$ cat src/hw/rtl/dro_pkg.sv
// Shared types and constants for the DRO version 1 command stream decoder.
// Holds the transfer structs, result kinds, opcodes and the header magic.
// No dependencies.
package dro_pkg;

    localparam int QUEUE_DEPTH = 4;

    localparam int HDR_BYTES  = 24;
    localparam int APB_ADDR_W = 3;
    localparam int RATE_W     = 18;
    localparam int MS_W       = 17;
    localparam int FRAMES_W   = 24;

    localparam logic [0:0] REG_SAMPLE_RATE  = 1'b0;
    localparam logic [RATE_W-1:0] RATE_RESET = 18'd44100;

    localparam logic [1:0] KIND_WRITE  = 2'd0;
    localparam logic [1:0] KIND_DELAY  = 2'd1;
    localparam logic [1:0] KIND_END    = 2'd2;
    localparam logic [1:0] KIND_REJECT = 2'd3;

    localparam logic [7:0] OP_DELAY8   = 8'h00;
    localparam logic [7:0] OP_DELAY16  = 8'h01;
    localparam logic [7:0] OP_BANK_LO  = 8'h02;
    localparam logic [7:0] OP_BANK_HI  = 8'h03;
    localparam logic [7:0] OP_ESCAPE   = 8'h04;

    localparam logic [7:0] MAGIC_BYTES [8] = '{
        8'h44, 8'h42, 8'h52, 8'h41, 8'h57, 8'h4F, 8'h50, 8'h4C
    };

    // Frames are floor(ms * rate / 1000), computed as floor((p >> 3) / 125).
    localparam logic [34:0] SAT_PRODUCT  = 35'd16777216000;
    localparam logic [31:0] RECIP_125    = 32'd2199023256;
    localparam int          RECIP_SHIFT  = 38;
    localparam logic [FRAMES_W-1:0] MAX_FRAMES = 24'hFFFFFF;

    typedef struct packed {
        logic [7:0] file_byte;
        logic       file_end;
    } t_in_item;

    typedef struct packed {
        logic [1:0]          kind;
        logic [8:0]          reg_address;
        logic [7:0]          reg_value;
        logic [FRAMES_W-1:0] delay_frames;
        logic                run_last;
    } t_out_item;

    typedef struct packed {
        logic [1:0]      kind;
        logic [8:0]      reg_address;
        logic [7:0]      reg_value;
        logic [MS_W-1:0] delay_ms;
        logic            end_after;
    } t_cmd;

    typedef struct packed {
        logic [1:0] kind;
        logic [8:0] reg_address;
        logic [7:0] reg_value;
        logic       end_after;
    } t_cmd_info;

endpackage

$ cat src/hw/rtl/dro_front.sv
// Front end of the decoder: header check and command classification.
// Turns each accepted byte into at most one command entry for the queue.
// Depends on dro_pkg.
module dro_front
    import dro_pkg::*;
(
    input  logic     i_clk,
    input  logic     i_rst_n,
    input  logic     i_accept,
    input  t_in_item i_item,
    output logic     o_wr,
    output t_cmd     o_cmd
);

    localparam logic [3:0] PH_HEADER     = 4'd0;
    localparam logic [3:0] PH_OPCODE     = 4'd1;
    localparam logic [3:0] PH_DELAY8     = 4'd2;
    localparam logic [3:0] PH_DELAY16_LO = 4'd3;
    localparam logic [3:0] PH_DELAY16_HI = 4'd4;
    localparam logic [3:0] PH_ESC_REG    = 4'd5;
    localparam logic [3:0] PH_ESC_VAL    = 4'd6;
    localparam logic [3:0] PH_WRITE_VAL  = 4'd7;
    localparam logic [3:0] PH_DRAIN      = 4'd8;

    localparam logic [4:0] HDR_LAST = 5'(HDR_BYTES - 1);

    logic [3:0]  r_phase, n_phase;
    logic [4:0]  r_hdr_idx, n_hdr_idx;
    logic        r_hdr_good, n_hdr_good;
    logic [31:0] r_len, n_len;
    logic [31:0] r_count, n_count;
    logic        r_bank, n_bank;
    logic [7:0]  r_held, n_held;

    logic [7:0] b;
    logic       last;

    assign b    = i_item.file_byte;
    assign last = i_item.file_end;

    always_comb begin
        n_phase    = r_phase;
        n_hdr_idx  = r_hdr_idx;
        n_hdr_good = r_hdr_good;
        n_len      = r_len;
        n_count    = r_count;
        n_bank     = r_bank;
        n_held     = r_held;
        o_wr       = 1'b0;
        o_cmd      = '0;
        if (i_accept) begin
            if (r_phase == PH_HEADER) begin
                if (r_hdr_idx < 5'd8) begin
                    if (b != MAGIC_BYTES[r_hdr_idx[2:0]]) begin
                        n_hdr_good = 1'b0;
                    end
                end else if (r_hdr_idx == 5'd8 || r_hdr_idx == 5'd9) begin
                    if (b != 8'd0) begin
                        n_hdr_good = 1'b0;
                    end
                end else if (r_hdr_idx == 5'd16) begin
                    n_len[7:0] = r_len[7:0] | b;
                end else if (r_hdr_idx == 5'd17) begin
                    n_len[15:8] = r_len[15:8] | b;
                end else if (r_hdr_idx == 5'd18) begin
                    n_len[23:16] = r_len[23:16] | b;
                end else if (r_hdr_idx == 5'd19) begin
                    n_len[31:24] = r_len[31:24] | b;
                end
                n_hdr_idx = r_hdr_idx + 5'd1;
                if (r_hdr_idx >= HDR_LAST) begin
                    if (n_hdr_good) begin
                        n_phase = PH_OPCODE;
                        if (last) begin
                            o_wr       = 1'b1;
                            o_cmd.kind = KIND_END;
                        end
                    end else begin
                        o_wr       = 1'b1;
                        o_cmd.kind = KIND_REJECT;
                        n_phase    = PH_DRAIN;
                    end
                end else if (last) begin
                    o_wr       = 1'b1;
                    o_cmd.kind = KIND_REJECT;
                end
            end else if (r_phase != PH_DRAIN) begin
                n_count = r_count + 32'd1;
                unique case (r_phase)
                    PH_OPCODE: begin
                        if (b == OP_DELAY8) begin
                            n_phase = PH_DELAY8;
                        end else if (b == OP_DELAY16) begin
                            n_phase = PH_DELAY16_LO;
                        end else if (b == OP_BANK_LO) begin
                            n_bank = 1'b0;
                        end else if (b == OP_BANK_HI) begin
                            n_bank = 1'b1;
                        end else if (b == OP_ESCAPE) begin
                            n_phase = PH_ESC_REG;
                        end else begin
                            n_held  = b;
                            n_phase = PH_WRITE_VAL;
                        end
                    end
                    PH_DELAY8: begin
                        o_wr           = 1'b1;
                        o_cmd.kind     = KIND_DELAY;
                        o_cmd.delay_ms = {9'd0, b} + 17'd1;
                        n_phase        = PH_OPCODE;
                    end
                    PH_DELAY16_LO: begin
                        n_held  = b;
                        n_phase = PH_DELAY16_HI;
                    end
                    PH_DELAY16_HI: begin
                        o_wr           = 1'b1;
                        o_cmd.kind     = KIND_DELAY;
                        o_cmd.delay_ms = {1'b0, b, r_held} + 17'd1;
                        n_phase        = PH_OPCODE;
                    end
                    PH_ESC_REG: begin
                        n_held  = b;
                        n_phase = PH_ESC_VAL;
                    end
                    PH_ESC_VAL, PH_WRITE_VAL: begin
                        o_wr              = 1'b1;
                        o_cmd.kind        = KIND_WRITE;
                        o_cmd.reg_address = {r_bank, r_held};
                        o_cmd.reg_value   = b;
                        n_phase           = PH_OPCODE;
                    end
                    default: begin
                        n_phase = PH_DRAIN;
                    end
                endcase
                if (last || (r_len != 32'd0 && n_count == r_len)) begin
                    if (o_wr) begin
                        o_cmd.end_after = 1'b1;
                    end else begin
                        o_wr       = 1'b1;
                        o_cmd.kind = KIND_END;
                    end
                    n_phase = PH_DRAIN;
                end
            end
            if (last) begin
                n_phase    = PH_HEADER;
                n_hdr_idx  = 5'd0;
                n_hdr_good = 1'b1;
                n_len      = 32'd0;
                n_count    = 32'd0;
                n_bank     = 1'b0;
                n_held     = 8'd0;
            end
        end
    end

    always_ff @(posedge i_clk) begin
        if (!i_rst_n) begin
            r_phase    <= PH_HEADER;
            r_hdr_idx  <= 5'd0;
            r_hdr_good <= 1'b1;
            r_len      <= 32'd0;
            r_count    <= 32'd0;
            r_bank     <= 1'b0;
            r_held     <= 8'd0;
        end else begin
            r_phase    <= n_phase;
            r_hdr_idx  <= n_hdr_idx;
            r_hdr_good <= n_hdr_good;
            r_len      <= n_len;
            r_count    <= n_count;
            r_bank     <= n_bank;
            r_held     <= n_held;
        end
    end

endmodule

$ cat src/hw/rtl/dro_queue.sv
// Short command queue between the front end and the back end.
// Register-based FIFO, one write per cycle while not full and one read while not empty.
// Depends on dro_pkg.
module dro_queue
    import dro_pkg::*;
#(
    parameter int DEPTH = QUEUE_DEPTH
) (
    input  logic i_clk,
    input  logic i_rst_n,
    input  logic i_wr,
    input  t_cmd i_wr_data,
    output logic o_full,
    input  logic i_rd,
    output t_cmd o_rd_data,
    output logic o_empty
);

    localparam int PTR_W = (DEPTH > 1) ? $clog2(DEPTH) : 1;
    localparam int CNT_W = $clog2(DEPTH + 1);

    t_cmd             r_mem [DEPTH];
    logic [PTR_W-1:0] r_wr_ptr, n_wr_ptr;
    logic [PTR_W-1:0] r_rd_ptr, n_rd_ptr;
    logic [CNT_W-1:0] r_count, n_count;
    logic             do_wr, do_rd;

    assign o_full    = (r_count == CNT_W'(DEPTH));
    assign o_empty   = (r_count == '0);
    assign o_rd_data = r_mem[r_rd_ptr];
    assign do_wr     = i_wr && !o_full;
    assign do_rd     = i_rd && !o_empty;

    always_comb begin
        n_wr_ptr = r_wr_ptr;
        n_rd_ptr = r_rd_ptr;
        n_count  = r_count;
        if (do_wr) begin
            n_wr_ptr = (r_wr_ptr == PTR_W'(DEPTH - 1)) ? '0 : r_wr_ptr + PTR_W'(1);
        end
        if (do_rd) begin
            n_rd_ptr = (r_rd_ptr == PTR_W'(DEPTH - 1)) ? '0 : r_rd_ptr + PTR_W'(1);
        end
        if (do_wr && !do_rd) begin
            n_count = r_count + CNT_W'(1);
        end else if (do_rd && !do_wr) begin
            n_count = r_count - CNT_W'(1);
        end
    end

    always_ff @(posedge i_clk) begin
        if (do_wr) begin
            r_mem[r_wr_ptr] <= i_wr_data;
        end
    end

    always_ff @(posedge i_clk) begin
        if (!i_rst_n) begin
            r_wr_ptr <= '0;
            r_rd_ptr <= '0;
            r_count  <= '0;
        end else begin
            r_wr_ptr <= n_wr_ptr;
            r_rd_ptr <= n_rd_ptr;
            r_count  <= n_count;
        end
    end

endmodule

$ cat src/hw/rtl/dro_back.sv
// Back end of the decoder: delay conversion pipeline and result register.
// Converts milliseconds to frames and splits a command from a trailing end result.
// Depends on dro_pkg.
module dro_back
    import dro_pkg::*;
(
    input  logic              i_clk,
    input  logic              i_rst_n,
    input  logic [RATE_W-1:0] i_rate,
    input  logic              i_q_empty,
    input  t_cmd              i_q_data,
    output logic              o_q_rd,
    output logic              o_empty,
    input  logic              i_pop,
    output t_out_item         o_result
);

    logic        r_s1_v, r_s2_v, r_s3_v;
    t_cmd_info   r_s1_info, r_s2_info, r_s3_info;
    logic [34:0] r_s1_prod;
    logic        r_s2_sat;
    logic [30:0] r_s2_quot8;
    logic [FRAMES_W-1:0] r_s3_frames;
    logic        r_split, n_split;
    logic        r_out_v, n_out_v;
    t_out_item   r_out, n_out;

    logic        out_free;
    logic        s3_done;
    logic        en;
    logic [62:0] recip_prod;
    t_cmd_info   q_info;

    assign q_info = '{kind: i_q_data.kind, reg_address: i_q_data.reg_address,
                      reg_value: i_q_data.reg_value, end_after: i_q_data.end_after};

    assign out_free   = !r_out_v || i_pop;
    assign recip_prod = 63'(r_s2_quot8) * 63'(RECIP_125);

    always_comb begin
        n_split = r_split;
        n_out_v = r_out_v && !i_pop;
        n_out   = r_out;
        s3_done = 1'b0;
        if (r_s3_v && out_free) begin
            n_out_v = 1'b1;
            if (r_s3_info.end_after && !r_split) begin
                n_out   = '{kind: r_s3_info.kind, reg_address: r_s3_info.reg_address,
                            reg_value: r_s3_info.reg_value, delay_frames: r_s3_frames,
                            run_last: 1'b0};
                n_split = 1'b1;
            end else if (r_s3_info.end_after) begin
                n_out   = '{kind: KIND_END, reg_address: 9'd0, reg_value: 8'd0,
                            delay_frames: '0, run_last: 1'b1};
                n_split = 1'b0;
                s3_done = 1'b1;
            end else begin
                n_out   = '{kind: r_s3_info.kind, reg_address: r_s3_info.reg_address,
                            reg_value: r_s3_info.reg_value, delay_frames: r_s3_frames,
                            run_last: 1'b1};
                s3_done = 1'b1;
            end
        end
    end

    assign en     = !r_s3_v || s3_done;
    assign o_q_rd = en && !i_q_empty;

    always_ff @(posedge i_clk) begin
        if (en) begin
            r_s1_info   <= q_info;
            r_s1_prod   <= 35'(i_q_data.delay_ms) * 35'(i_rate);
            r_s2_info   <= r_s1_info;
            r_s2_sat    <= (r_s1_prod >= SAT_PRODUCT);
            r_s2_quot8  <= r_s1_prod[33:3];
            r_s3_info   <= r_s2_info;
            r_s3_frames <= r_s2_sat ? MAX_FRAMES :
                           recip_prod[RECIP_SHIFT + FRAMES_W - 1:RECIP_SHIFT];
        end
        r_out <= n_out;
    end

    always_ff @(posedge i_clk) begin
        if (!i_rst_n) begin
            r_s1_v  <= 1'b0;
            r_s2_v  <= 1'b0;
            r_s3_v  <= 1'b0;
            r_split <= 1'b0;
            r_out_v <= 1'b0;
        end else begin
            if (en) begin
                r_s1_v <= !i_q_empty;
                r_s2_v <= r_s1_v;
                r_s3_v <= r_s2_v;
            end
            r_split <= n_split;
            r_out_v <= n_out_v;
        end
    end

    assign o_empty  = !r_out_v;
    assign o_result = r_out;

endmodule

$ cat src/hw/rtl/dro_v1_command_stream_decoder_top.sv
// Top level of the DRO version 1 command stream decoder.
// Throughput: one byte per cycle while not full; a byte with two results needs two pops.
// Path: a byte's first result goes through the command queue, the three-stage
// multiply-by-reciprocal delay conversion and the result register to the result ports.
// Reset: synchronous, active low; clears parse state, queue and pipeline, sample rate 44100.
// Depends on dro_pkg, dro_front, dro_queue and dro_back.
module dro_v1_command_stream_decoder_top
    import dro_pkg::*;
#(
    parameter int QUEUE_DEPTH_P = QUEUE_DEPTH
) (
    input  logic                  i_clk,
    input  logic                  i_rst_n,
    input  logic                  push,
    output logic                  full,
    input  t_in_item              i_item,
    output logic                  empty,
    input  logic                  pop,
    output t_out_item             o_result,
    input  logic                  psel,
    input  logic                  penable,
    input  logic                  pwrite,
    input  logic [APB_ADDR_W-1:0] paddr,
    input  logic [31:0]           pwdata,
    output logic [31:0]           prdata,
    output logic                  pready
);

    logic [RATE_W-1:0] r_rate;
    logic              accept;
    logic              cmd_wr;
    t_cmd              cmd_wr_data;
    logic              q_rd;
    logic              q_empty;
    t_cmd              q_rd_data;
    logic              reg_hit;

    assign pready  = 1'b1;
    assign reg_hit = (paddr[APB_ADDR_W-1:2] == REG_SAMPLE_RATE);
    assign prdata  = reg_hit ? {{(32 - RATE_W){1'b0}}, r_rate} : 32'd0;
    assign accept  = push && !full;

    always_ff @(posedge i_clk) begin
        if (!i_rst_n) begin
            r_rate <= RATE_RESET;
        end else if (psel && penable && pwrite && pready && reg_hit) begin
            r_rate <= pwdata[RATE_W-1:0];
        end
    end

    dro_front u_front (
        .i_clk   (i_clk),
        .i_rst_n (i_rst_n),
        .i_accept(accept),
        .i_item  (i_item),
        .o_wr    (cmd_wr),
        .o_cmd   (cmd_wr_data)
    );

    dro_queue #(
        .DEPTH(QUEUE_DEPTH_P)
    ) u_queue (
        .i_clk    (i_clk),
        .i_rst_n  (i_rst_n),
        .i_wr     (cmd_wr),
        .i_wr_data(cmd_wr_data),
        .o_full   (full),
        .i_rd     (q_rd),
        .o_rd_data(q_rd_data),
        .o_empty  (q_empty)
    );

    dro_back u_back (
        .i_clk    (i_clk),
        .i_rst_n  (i_rst_n),
        .i_rate   (r_rate),
        .i_q_empty(q_empty),
        .i_q_data (q_rd_data),
        .o_q_rd   (q_rd),
        .o_empty  (empty),
        .i_pop    (pop),
        .o_result (o_result)
    );

endmodule

$ cat config.mk
export PLATFORM = sky130hd
export DESIGN_NAME = dro_v1_command_stream_decoder_top
export DESIGN_NICKNAME = d
export VERILOG_FILES = /design/src/hw/rtl/dro_pkg.sv /design/src/hw/rtl/dro_front.sv /design/src/hw/rtl/dro_queue.sv /design/src/hw/rtl/dro_back.sv /design/src/hw/rtl/dro_v1_command_stream_decoder_top.sv
export SDC_FILE = /design/constraint.sdc
export NUM_CORES = 2
export LEC_CHECK = 0
export BUFFER_PORTS_ARGS = -buffer_cell sky130_fd_sc_hd__buf_2
export CAP_MARGIN = 10
export CORE_MARGIN = 5
export CORE_UTILIZATION = 65
export DETAILED_ROUTE_END_ITERATION = 16
export PLACE_DENSITY = 0.9
export SLEW_MARGIN = 20
export SYNTH_ARGS = -nofsm -noshare
export SYNTH_HDL_FRONTEND = slang
export SYNTH_SLANG_ARGS = --single-unit
$ cat constraint.sdc
create_clock -name i_clk -period 11.32 [get_ports i_clk]
set_clock_uncertainty 0.15 [all_clocks]
set_input_delay 2.264 -clock i_clk [delete_from_list [all_inputs] [get_ports i_clk]]
set_output_delay 2.264 -clock i_clk [all_outputs]
set_load 0.01 [all_outputs]
Yosys cells after proc, flatten, opt, wreduce, memory -nomap -nowiden
Memory sizes are Yosys's and may differ from the RTL's. A register that Yosys moved wholly into a read port is not among the register bits.
Cells that the tools add are included.
- bits in registers: 308
- output and inout bits: 79
- ROM bits: 64
- logic and storage cells: 254
- memories kept: 2
- input port bits: 51
- memory bits (writable): 148
- memories (memory ; words ; bits a word ; rd ports ; clocked after memory_dff ; wr ports ; line ; source):
    u_queue.r_mem ; 4 ; 37 ; 1 ; 1 ; 1 ; dro_queue.sv:22 ; t_cmd r_mem [DEPTH];
    (name not given) ; 8 ; 8 ; 1 ; 0 ; 0 ; dro_front.sv:54 ; if (b != MAGIC_BYTES[r_hdr_idx[2:0]]) begin
- reduce and logical (&&, ||, !) cells: 56
- equality and inequality tests: 39
- $mul: 2
- order comparisons: 4
- bitwise operators: 6
- multiplexer cells: 97
- add/sub/neg operators: 8
- operator list (operator ; count):
    32-bit two-way mux ; 7
    8-bit two-way mux ; 15
    44-bit two-way mux ; 2
    37-bit two-way mux ; 2
    31-bit by 29-bit multiplier with 59-bit output (second input constant) ; 1
    4-bit two-way mux ; 10
    1-bit two-way mux ; 37
    35-bit by 34-bit >= comparator with 1-bit output (second input constant) ; 1
    17-bit by 18-bit multiplier with 35-bit output ; 1
    35-bit two-way mux ; 1
    17-bit case mux with 2 select lines ; 1
    32-bit by 1-bit adder with 32-bit output (second input constant) ; 1
    32-bit == test ; 1
    8-bit bitwise OR ; 4
    32-bit nonzero test ; 1
    2-bit two-way mux ; 12
    24-bit two-way mux ; 1
    5-bit == test (second input constant) ; 4
    18-bit two-way mux ; 1
    3-bit inequality test (second input constant) ; 6
    2-bit nonzero test ; 9
    16-bit by 1-bit adder with 17-bit output (second input constant) ; 1
    17-bit two-way mux ; 1
    4-bit by 3-bit == test with 1-bit output (second input constant) ; 4
    other kinds (44) ; 88

Depth between registers and ports, before layout
- depth in word-level cells: 18
- gate-level depth with buffers: 26

By module
From an unflattened synthesis, not the netlist that was laid out.
- cell total of the unflattened synthesis: 4145
- area total of the unflattened synthesis: 43442.9 sq um
- modules (own cells, without submodules) (module ; times used ; seq. area each (sq um) ; area each (sq um) ; cells an instance):
    dro_back ; 1 ; 5865.6 ; 30689.4 ; 2975
    dro_queue ; 1 ; 4624.4 ; 5875.6 ; 244
    dro_front ; 1 ; 1661.6 ; 5853.1 ; 810
    dro_v1_command_stream_decoder_top ; 1 ; 360.3 ; 1024.7 ; 116

Least setup slack after synthesis
Ideal clock, no wire load.
- path type: reg2reg
- from: reg with a tool-made name
- to: reg u_back.r_s1_prod[32], data pin
- arrival: 7.816 ns
- buffers on the path: 3
- data required time: 10.897 ns
- cell stages (with the launch flop): 24
- slack: 3.081 ns
- library setup time: 0.273 ns
- period minus slack after synthesis: 8.239 ns
- cell sequence: dfxtp_1 > clkbuf_1 > clkbuf_1 > mux4_2 > clkbuf_1 > nand2_1 > fa_1 > fa_1 > fa_1 > inv_1 > fa_1 > fa_1 > inv_1 > fa_1 > inv_1 > ha_1 > a21oi_1 > o21ai_0 > or4_1 > a31o_2 > a221o_1 > a311oi_2 > mux2i_1 > o2111ai_1
- RTL lines (element ; line ; source):
    end signal, assigned ; dro_back.sv:72 ; r_s1_prod <= 35'(i_q_data.delay_ms) * 35'(i_rate);
    end, declared ; dro_back.sv:20 ; logic [34:0] r_s1_prod;

==> impl_metrics.env <==
export IMPL_cp_end_kind="register"
export IMPL_required_ps=11510
export IMPL_avgSynthCellArea_sq_um=10.5
export IMPL_worst_pin_slew_ps=1150
export IMPL_min_to="u_back.r_s2_quot8[22]"
export IMPL_drive_above_1_share=0.0622
export IMPL_gp_congestion=0.938
export IMPL_via_per_inst=6.25
export IMPL_synth_top_area_cell="fa_1"
export IMPL_grt_max_degree=84
export IMPL_crit_type="register to register"
export IMPL_rrSetupSlack_ps=2420
export IMPL_maxSlewHeadroom=0.230
export IMPL_grt_overflow=0
export IMPL_ant_nets=0
export IMPL_slew_viol_final=0
export IMPL_cap_viol_max_count=0
export IMPL_cts_resized=0
export IMPL_synth_cells=4099
export IMPL_drc=0
export IMPL_worst_path_most_repeated_cell="fa_1"
export IMPL_cts_num_sinks=455
export IMPL_r2r_end="u_back.r_s1_prod[32]"
export IMPL_antenna_found_initial=0
export IMPL_finalHoldViolCount=0
export IMPL_die_area_sq_um=71200
export IMPL_antennaDiodeCount=0
export IMPL_max_freq_mhz=112
export IMPL_core_sq_um=65600
export IMPL_synth_async_sr_flop_share=0
export IMPL_wl_per_cell_um=23.0
export IMPL_hold_buffers=0
export IMPL_area_growth_synth_to_final_pct=6.68
export IMPL_r2r_cells=21
export IMPL_yosysWarnings=0
export IMPL_synthDistinctLibCells=75
export IMPL_period_needed_ps=8900
export IMPL_cts_made_buffers=46
export IMPL_crit_path_max_fanout=18
export IMPL_rows=94
export IMPL_synth_ff_type="edfxtp_1"
export IMPL_cts_tree="built"
export IMPL_use_met3=0.0725
export IMPL_min_from="u_back.r_s1_prod[25]"
export IMPL_clock_path_buffers=3
export IMPL_setup_viol=0
export IMPL_synth_edf_count=340
export IMPL_clock_latency_ps=630
export IMPL_io_buffers=98
export IMPL_cts_max_level=2
export IMPL_start_util=0.653
export IMPL_grtUsageMet1=0.392
export IMPL_drtIter0Drc=3670
export IMPL_dp_final_hpwl_mm=78.7
export IMPL_ys_top_cells_by_area="fa_1 (25%), edfxtp_1 (24%), ha_1 (15%)"
export IMPL_routed_wl_mm=116
export IMPL_cts_root_buf="clkbuf_16"
export IMPL_tns_ps=0
export IMPL_grt_busiest_layer="met2"
export IMPL_cts_setup_buffers=0
export IMPL_multiInputGateArea_sq_um=26500
export IMPL_status="finished clean"
export IMPL_via_count=31400
export IMPL_drtPass1Iterations=6
export IMPL_fin_crit_sh=0.786
export IMPL_seq_area_sq_um=12500
export IMPL_die_w_um=267
export IMPL_synth_top_area_frac=0.246
export IMPL_crit_slowest_cell="dfxtp_1"
export IMPL_fill_cells=4140
export IMPL_grt_first_pass_wirelength_mm=182
export IMPL_finish_utilization=0.697
export IMPL_met2_usage=0.550
export IMPL_synth_seq_cells=455
export IMPL_hold_path_class="register to register"
export IMPL_path_clk_slew_ps=70
export IMPL_holdPathStages=0
export IMPL_crit_arrival_ps=9090
export IMPL_track_usage=0.326
export IMPL_grt_pass1_vias=33300
export IMPL_rsz0062_at_grt="no"
export IMPL_path_cells="mux4_2 > and2_1 > fa_1 > inv_1 > fa_1 > fa_1 > inv_1 > fa_1 > fa_1 > inv_1 > fa_1 > inv_1 > ha_1 > a21oi_1 > o21ai_0 > or4_1 > a31o_2 > a221o_1 > a311oi_2 > mux2i_1 > o2111ai_1"
export IMPL_ys_seq_area_frac=0.292
export IMPL_nNetsFinal=5212
export IMPL_slowest_delay_ps=1090
export IMPL_fp_dieH_um=267
export IMPL_start_kind="register"
export IMPL_io_pins=130
export IMPL_synth_area_sq_um=42900
==> routing by layer <==
metal	up-vias	routed length, um
met4	0	8440
met5	-	0
met3	695	12100
met1	15100	39200
met2	2315	55800
li1	13300	-
==> worst max-delay path, delay by kind of cell (launching register included) <==
kind / cells / cell delay, ps
mux: 2 / 1020
compound gates: 6 / 1700
fa+ha+maj: 7 / 3530
flops: 1 / 1090
simple gates: 2 / 890
buf+inv: 4 / 210
==> worst max-delay path by stage <==
| stage | endpoint | from | slack, ps | cells past startpoint |
|---|---|---|---|---|
| floorplan | u_back.r_s1_prod[32] | register | 3080 | 23 |
| global route | u_back.r_s1_prod[32] | register | 2250 | 22 |
| finish | u_back.r_s1_prod[32] | register | 2420 | 21 |
| detailed placement | u_back.r_s1_prod[32] | register | 2680 | 21 |
| CTS | u_back.r_s1_prod[32] | register | 2630 | 21 |
| global placement | u_back.r_s1_prod[32] | register | 2950 | 21 |
==> stage by stage <==
stage | worst slack (ps) | instances | hold slack (ps) | cell area, sq um
2_1_floorplan | 3080 | 4112 | 250 | 42900
3_3_place_gp | 2950 | 4946 | 251 | 44000
3_5_place_dp | 2680 | 4946 | 255 | 44000
4_1_cts | 2630 | 5031 | 262 | 45700
5_1_grt | 2250 | 5031 | 274 | 45700
6_report | 2420 | 5031 | 263 | 45700
==> Yosys cell counts, types with 22 or more instances <==
master,n
nand3_1,50
nor2b_1,36
a21o_1,29
ha_1,504
nor2_1,165
xnor2_1,67
xor2_1,46
nand2_1,340
o21ai_0,78
clkbuf_1,113
and2_1,184
mux4_2,37
and3_1,22
nor3_1,39
nand4_1,31
nand2b_1,31
edfxtp_1,340
nor4_1,26
inv_1,875
dfxtp_1,115
a21oi_1,188
fa_1,527
==> cell usage in the layout (no fill, tap or decap), types with 31 or more instances in the layout <==
| cell | netlist | routed |
|---|---|---|
| xor2_1 | 46 | 46 |
| nor2b_1 | 36 | 36 |
| and2_1 | 184 | 179 |
| nor2_1 | 165 | 164 |
| buf_2 | 5 | 98 |
| nand2b_1 | 31 | 31 |
| mux4_2 | 37 | 37 |
| inv_1 | 875 | 873 |
| edfxtp_1 | 340 | 340 |
| a21oi_1 | 188 | 188 |
| nand3_1 | 50 | 50 |
| nor3_1 | 39 | 38 |
| fa_1 | 527 | 527 |
| o21ai_0 | 78 | 78 |
| xnor2_1 | 67 | 67 |
| clkbuf_16 | 0 | 46 |
| ha_1 | 504 | 504 |
| dfxtp_1 | 115 | 114 |
| nand4_1 | 31 | 31 |
| nand2_1 | 340 | 339 |
==> state kept, by name (all words and copies together), names as in the netlist, 18 cells and up, named ones only <==
signal and flops:
r_rate 18, u_back.o_result 44, u_back.r_s1_info 20, u_back.r_s1_prod 32, u_back.r_s2_info 20, u_back.r_s2_quot8 31
u_back.r_s3_frames 24, u_back.r_s3_info 20, u_front.r_count 32, u_front.r_len 32, u_queue.r_mem 148
==> area by class of cell <==
class                      count  share of cell area
multi-input combinational   2638               0.580
clock buffer                  54              0.0265
timing repair buffer         114              0.0134
tap                          864              0.0236
clock inverter                31              0.0105
inverter                     875              0.0719
sequential                   455               0.274
==> cell families after synthesis <==
group / after synthesis / synth area share
other: 2 / 0.000175
flip-flops: 455 / 0.292
adder cells (fa/ha/maj): 1031 / 0.393
AO/OA/AOI/OAI: 441 / 0.0636
XOR/XNOR: 113 / 0.0231
multiplexers: 48 / 0.0220
buffers and inverters: 1019 / 0.0907
AND/OR/NAND/NOR: 990 / 0.115
Power is left out: the tool's default activity adds up to more than one toggle a clock period on the data nets, which glitch-free logic cannot reach.
